<file path="src/rtl/ray_box_entry_distance_defines.svh">
// Assertion macros for the ray/box entry distance block.
// Used by the top level; needs nothing else.
`ifndef RAY_BOX_ENTRY_DISTANCE_DEFINES_SVH
`define RAY_BOX_ENTRY_DISTANCE_DEFINES_SVH
`ifndef SYNTHESIS
`define RBED_ASSERT_IMP(lbl, clk, rstn, ante, cons) \
  lbl: assert property (@(posedge clk) disable iff (!rstn) (ante) |-> (cons)) \
    else $error("rbed assertion failed");
`define RBED_ASSERT_NXT(lbl, clk, rstn, ante, cons) \
  lbl: assert property (@(posedge clk) disable iff (!rstn) (ante) |=> (cons)) \
    else $error("rbed assertion failed");
`else
`define RBED_ASSERT_IMP(lbl, clk, rstn, ante, cons)
`define RBED_ASSERT_NXT(lbl, clk, rstn, ante, cons)
`endif
`endif

</file>
<file path="src/rtl/rbed_pkg.sv">
// Shared types, constants and the box interval test.
// No dependencies.
`default_nettype none
package rbed_pkg;

  localparam int unsigned PosW  = 66;  // width of hit point coordinates
  localparam int unsigned SizeW = 31;

  typedef enum logic [2:0] {
    CFG_MODE   = 3'd0,
    CFG_POS_X  = 3'd1,
    CFG_POS_Y  = 3'd2,
    CFG_POS_Z  = 3'd3,
    CFG_SIZE_X = 3'd4,
    CFG_SIZE_Y = 3'd5,
    CFG_SIZE_Z = 3'd6
  } cfg_idx_e;

  // Per-axis box description handed to the face and span units
  typedef struct packed {
    logic             center;
    logic [SizeW-1:0] size;
  } face_ctl_t;

  // Interval test: inclusive around a centre, strict from a corner
  function automatic logic in_extent(input logic signed [PosW-1:0] p,
                                     input logic [SizeW-1:0] s,
                                     input logic center);
    logic signed [PosW-1:0] sp;
    sp = $signed({{(PosW-SizeW){1'b0}}, s});
    if (center) begin
      in_extent = (p >= -sp) && (p <= sp);
    end else begin
      in_extent = (p > 0) && (p < sp);
    end
  endfunction

endpackage
`default_nettype wire

</file>
<file path="src/rtl/rbed_face_dist.sv">
// Entry distance to one face: offset, scaled by the reciprocal, saturated.
// Three register stages. Depends on rbed_pkg.
`default_nettype none
module rbed_face_dist #(
  parameter int unsigned FRAC_BITS = 16
) (
  input  wire logic                  clk_i,
  input  wire rbed_pkg::face_ctl_t   ctl_i,
  input  wire logic signed [32:0]    rel_i,
  input  wire logic                  dir_neg_i,
  input  wire logic signed [31:0]    rcp_i,
  output logic signed [31:0]         t_o
);
  import rbed_pkg::*;

  logic signed [34:0] off;
  logic signed [34:0] near;
  logic [33:0] off_mag_d, off_mag_q;
  logic [31:0] rcp_mag_d, rcp_mag_q;
  logic        neg_d, neg2_q, neg3_q;
  logic [65:0] prod_q;
  logic [65:0] quo;
  logic [32:0] neg_val;
  logic signed [31:0] t_d, t_q;

  // Stage 1: face offset and operand magnitudes
  always_comb begin
    near = $signed({4'b0, ctl_i.size});
    if (ctl_i.center) begin
      off = (dir_neg_i ? near : -near) - 35'(rel_i);
    end else begin
      off = (dir_neg_i ? near : 35'sd0) - 35'(rel_i);
    end
    off_mag_d = off[34] ? 34'(-off) : off[33:0];
    rcp_mag_d = rcp_i[31] ? 32'(-rcp_i) : rcp_i;
    neg_d     = off[34] ^ rcp_i[31];
  end

  always_ff @(posedge clk_i) begin
    off_mag_q <= off_mag_d;
    rcp_mag_q <= rcp_mag_d;
    neg2_q    <= neg_d;
  end

  // Stage 2: magnitude product
  always_ff @(posedge clk_i) begin
    prod_q <= 66'(off_mag_q) * 66'(rcp_mag_q);
    neg3_q <= neg2_q;
  end

  // Stage 3: drop fraction bits, saturate to 32-bit signed
  always_comb begin
    quo     = prod_q >> FRAC_BITS;
    neg_val = 33'd0 - quo[32:0];
    if (neg3_q) begin
      t_d = (quo > 66'h0_8000_0000) ? 32'sh8000_0000 : $signed(neg_val[31:0]);
    end else begin
      t_d = (quo > 66'h0_7FFF_FFFF) ? 32'sh7FFF_FFFF : $signed(quo[31:0]);
    end
  end

  always_ff @(posedge clk_i) begin
    t_q <= t_d;
  end

  assign t_o = t_q;

endmodule
`default_nettype wire

</file>
<file path="config.mk">
export PLATFORM = sky130hd
export DESIGN_NAME = rbed_face_dist
export DESIGN_NICKNAME = d
export VERILOG_FILES = /design/src/rtl/ray_box_entry_distance_defines.svh /design/src/rtl/rbed_pkg.sv /design/src/rtl/rbed_face_dist.sv
export SDC_FILE = /design/constraint.sdc
export NUM_CORES = 2
export LEC_CHECK = 0
export BUFFER_PORTS_ARGS = -buffer_cell sky130_fd_sc_hd__buf_2
export CAP_MARGIN = 25
export CORE_UTILIZATION = 30
export DETAILED_ROUTE_END_ITERATION = 10
export PLACE_DENSITY = 0.52
export SLEW_MARGIN = 15
export SYNTH_ARGS = -nofsm -noshare
export SYNTH_HDL_FRONTEND = slang
export SYNTH_SLANG_ARGS = --single-unit
</file>
<file path="constraint.sdc">
create_clock -name clk_i -period 9 [get_ports clk_i]
set_clock_uncertainty 0.15 [all_clocks]
set_input_delay 1.8 -clock clk_i [delete_from_list [all_inputs] [get_ports clk_i]]
set_output_delay 1.8 -clock clk_i [all_outputs]
set_load 0.05 [all_outputs]
</file>
==> key figures <==
Clock network
  • Num CTS Buffers: 17
  • Hold buffer count at CTS: 0
  • Clock root cell: clkbuf_16
  • Clock Latency Late Sink: 0.52 ns
  • Worst-path clk slew: 0.07 ns
  • Maximum clock insertion buffer count: 2
  • H-tree depth: 4
  • CTS Sinks: 150
  • CTS tree: built

Finish
  • Layout cells sized above 1: 0.0658
  • # fillers: 15.4k
  • Most frequent cells in the layout: inv_1 (1015), fa_1 (957), nand2_1 (745)
  • Multi-input logic area: 36700 um2
  • Seq. cell area: 3010 um2
  • Layout area overhead: 8.29%
  • Layout Utilization: 0.329
  • Most common cell after layout, fill and taps aside: inv_1
  • Fin nets: about 6.5k

Critical path
  • CP arrival: 8.98 ns
  • Startpoint types: flip-flop
  • Crit path max fanout: 15
  • R2r endpoint: prod_q[49]$_DFF_P_
  • Worst Setup SP: off_mag_q[20]$_DFF_P_
  • CP Data Required Time: 9.30 ns
  • CP endpoint: prod_q[49]$_DFF_P_
  • R2R cell count: 24
  • Critical R2R Launch: off_mag_q[20]$_DFF_P_
  • R2R Setup Slk: 0.31 ns
  • CP Capture Type: flip-flop
  • Crit path kind: flip-flop to flip-flop

Run
  • MaxCap Viol Count: 0

Hold path
  • Hold Path Class: flip-flop to flip-flop

Timing
  • Max-Slew Margin vs Limit: 0.296
  • Worst slew pin tran: 1.05 ns
  • RSZ-0062 raised after global routing: no
  • Setup TNS Final: 0 ns
  • Minimum clock period: around 8.7 ns
  • Max-slew violations: 0
  • Final Hold Vio Count: 0
  • Fmax: 115 MHz
  • # setup viols final: 0
  • Period Utilization, post-route: 0.965

Synthesis
  • Number of synthesized flops with an enable pin: 0
  • Async set or reset register ratio after synthesis: 0
  • Syn nets: about 6.5k
  • Post-synthesis compound-gate area fraction: 0.0785
  • Post-Synth XOR/XNOR Area: 0.0334
  • Largest family of logic cells by synthesized area: adder cells
  • Synthesized instance count: just over 5k
  • Mapped cell area: 44500 um2
  • Synth Area per Inst: approximately 8.8 um2
  • Post-synthesis mux area share: 0.00326
  • Synth Area in Adders: 0.523
  • Synth Area in Simple Gates: 0.186
  • Synthesized flop and latch total: 150
  • Count of unique library cells instantiated by Yosys: 85
  • Top cells by area, synth: fa_1 (43%), ha_1 (9.3%), inv_1 (8.6%)
  • YS warnings: 0
  • Largest area contributor in the netlist: fa_1
  • Post-synth top area share: 0.430
  • Dominant synthesized flop cell: dfxtp_1
  • Sequential area share after synthesis: 0.0675

Placement
  • DP HPWL: 112000 um
  • # port buffers: 130
  • Placer congestion estimate: a little under 0.9

Route
  • Antenna Nets Post-Route: 0
  • 1st-pass router iterations: 7
  • DR vias/cell: approximately 4.8
  • Total number of vias: roughly 34k
  • DRC viols: 0
  • Avg WL per Cell: roughly 19 um
  • Initial DRC Count: 2135
  • Post-Route WL: around 130000 um

Global routing
  • Maximum number of pins on one net before global-route repair: 65
  • Number of global-route vias before repair: 36.2k
  • GR Util met3: 0.0277
  • M2 GR Usage: 0.279
  • Initial antenna violation count: 8
  • GRT overflow: 0
  • Total GRT Usage: 0.181
  • First-pass GRT wire length: 212000 um
  • Top Usage Layer GRT: met2
  • Met1 track demand over resource: 0.269

Floorplan
  • Die height: about 390 um
  • Core area: 146000 um2
  • Initial core utilization: 0.304
  • Boundary pin count: 131
  • Row Count: 140
  • Die Wd: 387 um
  • Die ar.: 150000 um2

Status
  • Status: finished, final reports clean
==> routing by layer <==
metal / vias up / share of wire
li1: 15600 / -
met1: 17300 / 0.49
met2: 946 / 0.44
met3: 79 / 0.063
met4: 0 / 0.0095
met5: - / 0
==> registers in the layout, summed over array words and instances, names as in the netlist <==
signal     count
prod_q        50
neg3_q         1
t_o           32
off_mag_q     34
rcp_mag_q     32
neg2_q         1
==> cell usage after synthesis (18+ instances only) <==
cell type / number
and3_1: 23
nand2_1: 745
xnor2_1: 111
inv_1: 1015
a21o_1: 38
o31ai_1: 22
ha_1: 331
nor2_1: 122
a31oi_1: 22
a21oi_1: 135
fa_1: 957
o311ai_0: 21
nor4_1: 23
nor3_1: 51
nand3_1: 47
a211oi_1: 18
o21ai_0: 107
and2_1: 516
or3_1: 26
nand4_1: 23
dfxtp_1: 150
o21a_1: 24
clkbuf_1: 250
xor2_1: 59
==> kinds of logic after synthesis <==
| logic type | count (synthesis) |
|---|---|
| flops | 150 |
| mux | 14 |
| fa+ha+maj | 1288 |
| xor+xnor | 170 |
| compound gates | 520 |
| simple gates | 1668 |
| buf+inv | 1276 |
==> critical path, stage by stage, from the launching register on <==
cell and delay, ns:
dfxtp_1 0.84, nand2_1 0.17, fa_1 0.57, inv_1 0.05, fa_1 0.47, inv_1 0.05
fa_1 0.49, fa_1 0.64, inv_1 0.08, fa_1 0.48, fa_1 0.61, fa_1 0.44
fa_1 0.41, ha_1 0.36, a21oi_1 0.14, o21ai_0 0.09, a21oi_1 0.25, o21ai_0 0.16
a32o_1 0.31, o31a_1 0.27, o21a_1 0.22, o41ai_1 0.42, a21boi_0 0.27, a221oi_1 0.49
xnor2_1 0.17
==> what timing repair did <==
action,4_1_cts,5_1_grt
resized for setup,0,3
setup endpoints to repair,0,2
setup buffers,0,0
==> cell type report <==
cell class	instances	share of cell area
clock buffers	17	0.00882
repair buffers	249	0.0343
well taps	1917	0.0498
multi-input cells	3660	0.762
flip-flops and latches	150	0.0625
clock inverters	15	0.00379
diodes	1	0.0000519
inverters	1015	0.0790
==> worst min-delay path by stage <==
stage | start | endpoint | cells after the start
floorplan | neg2_q$_DFF_P_ | neg3_q$_DFF_P_ | 0
global placement | neg2_q$_DFF_P_ | neg3_q$_DFF_P_ | 0
detailed placement | neg2_q$_DFF_P_ | neg3_q$_DFF_P_ | 0
CTS | neg2_q$_DFF_P_ | neg3_q$_DFF_P_ | 0
global route | neg2_q$_DFF_P_ | neg3_q$_DFF_P_ | 0
finish | neg2_q$_DFF_P_ | neg3_q$_DFF_P_ | 0
==> through the flow <==
step	instance area, um2	cells	worst slack, ns	hold slack [ns]
5_1_grt	48200	7023	0.0278	0.378
3_5_place_dp	47600	6988	0.339	0.373
6_report	48200	7024	0.314	0.390
4_1_cts	48200	7020	0.313	0.376
2_1_floorplan	44500	5086	1.43	0.160
3_3_place_gp	47600	6988	0.412	0.362
Power is not shown: default switching activity piles up to over one toggle a cycle in this logic, so the estimate is an artifact.
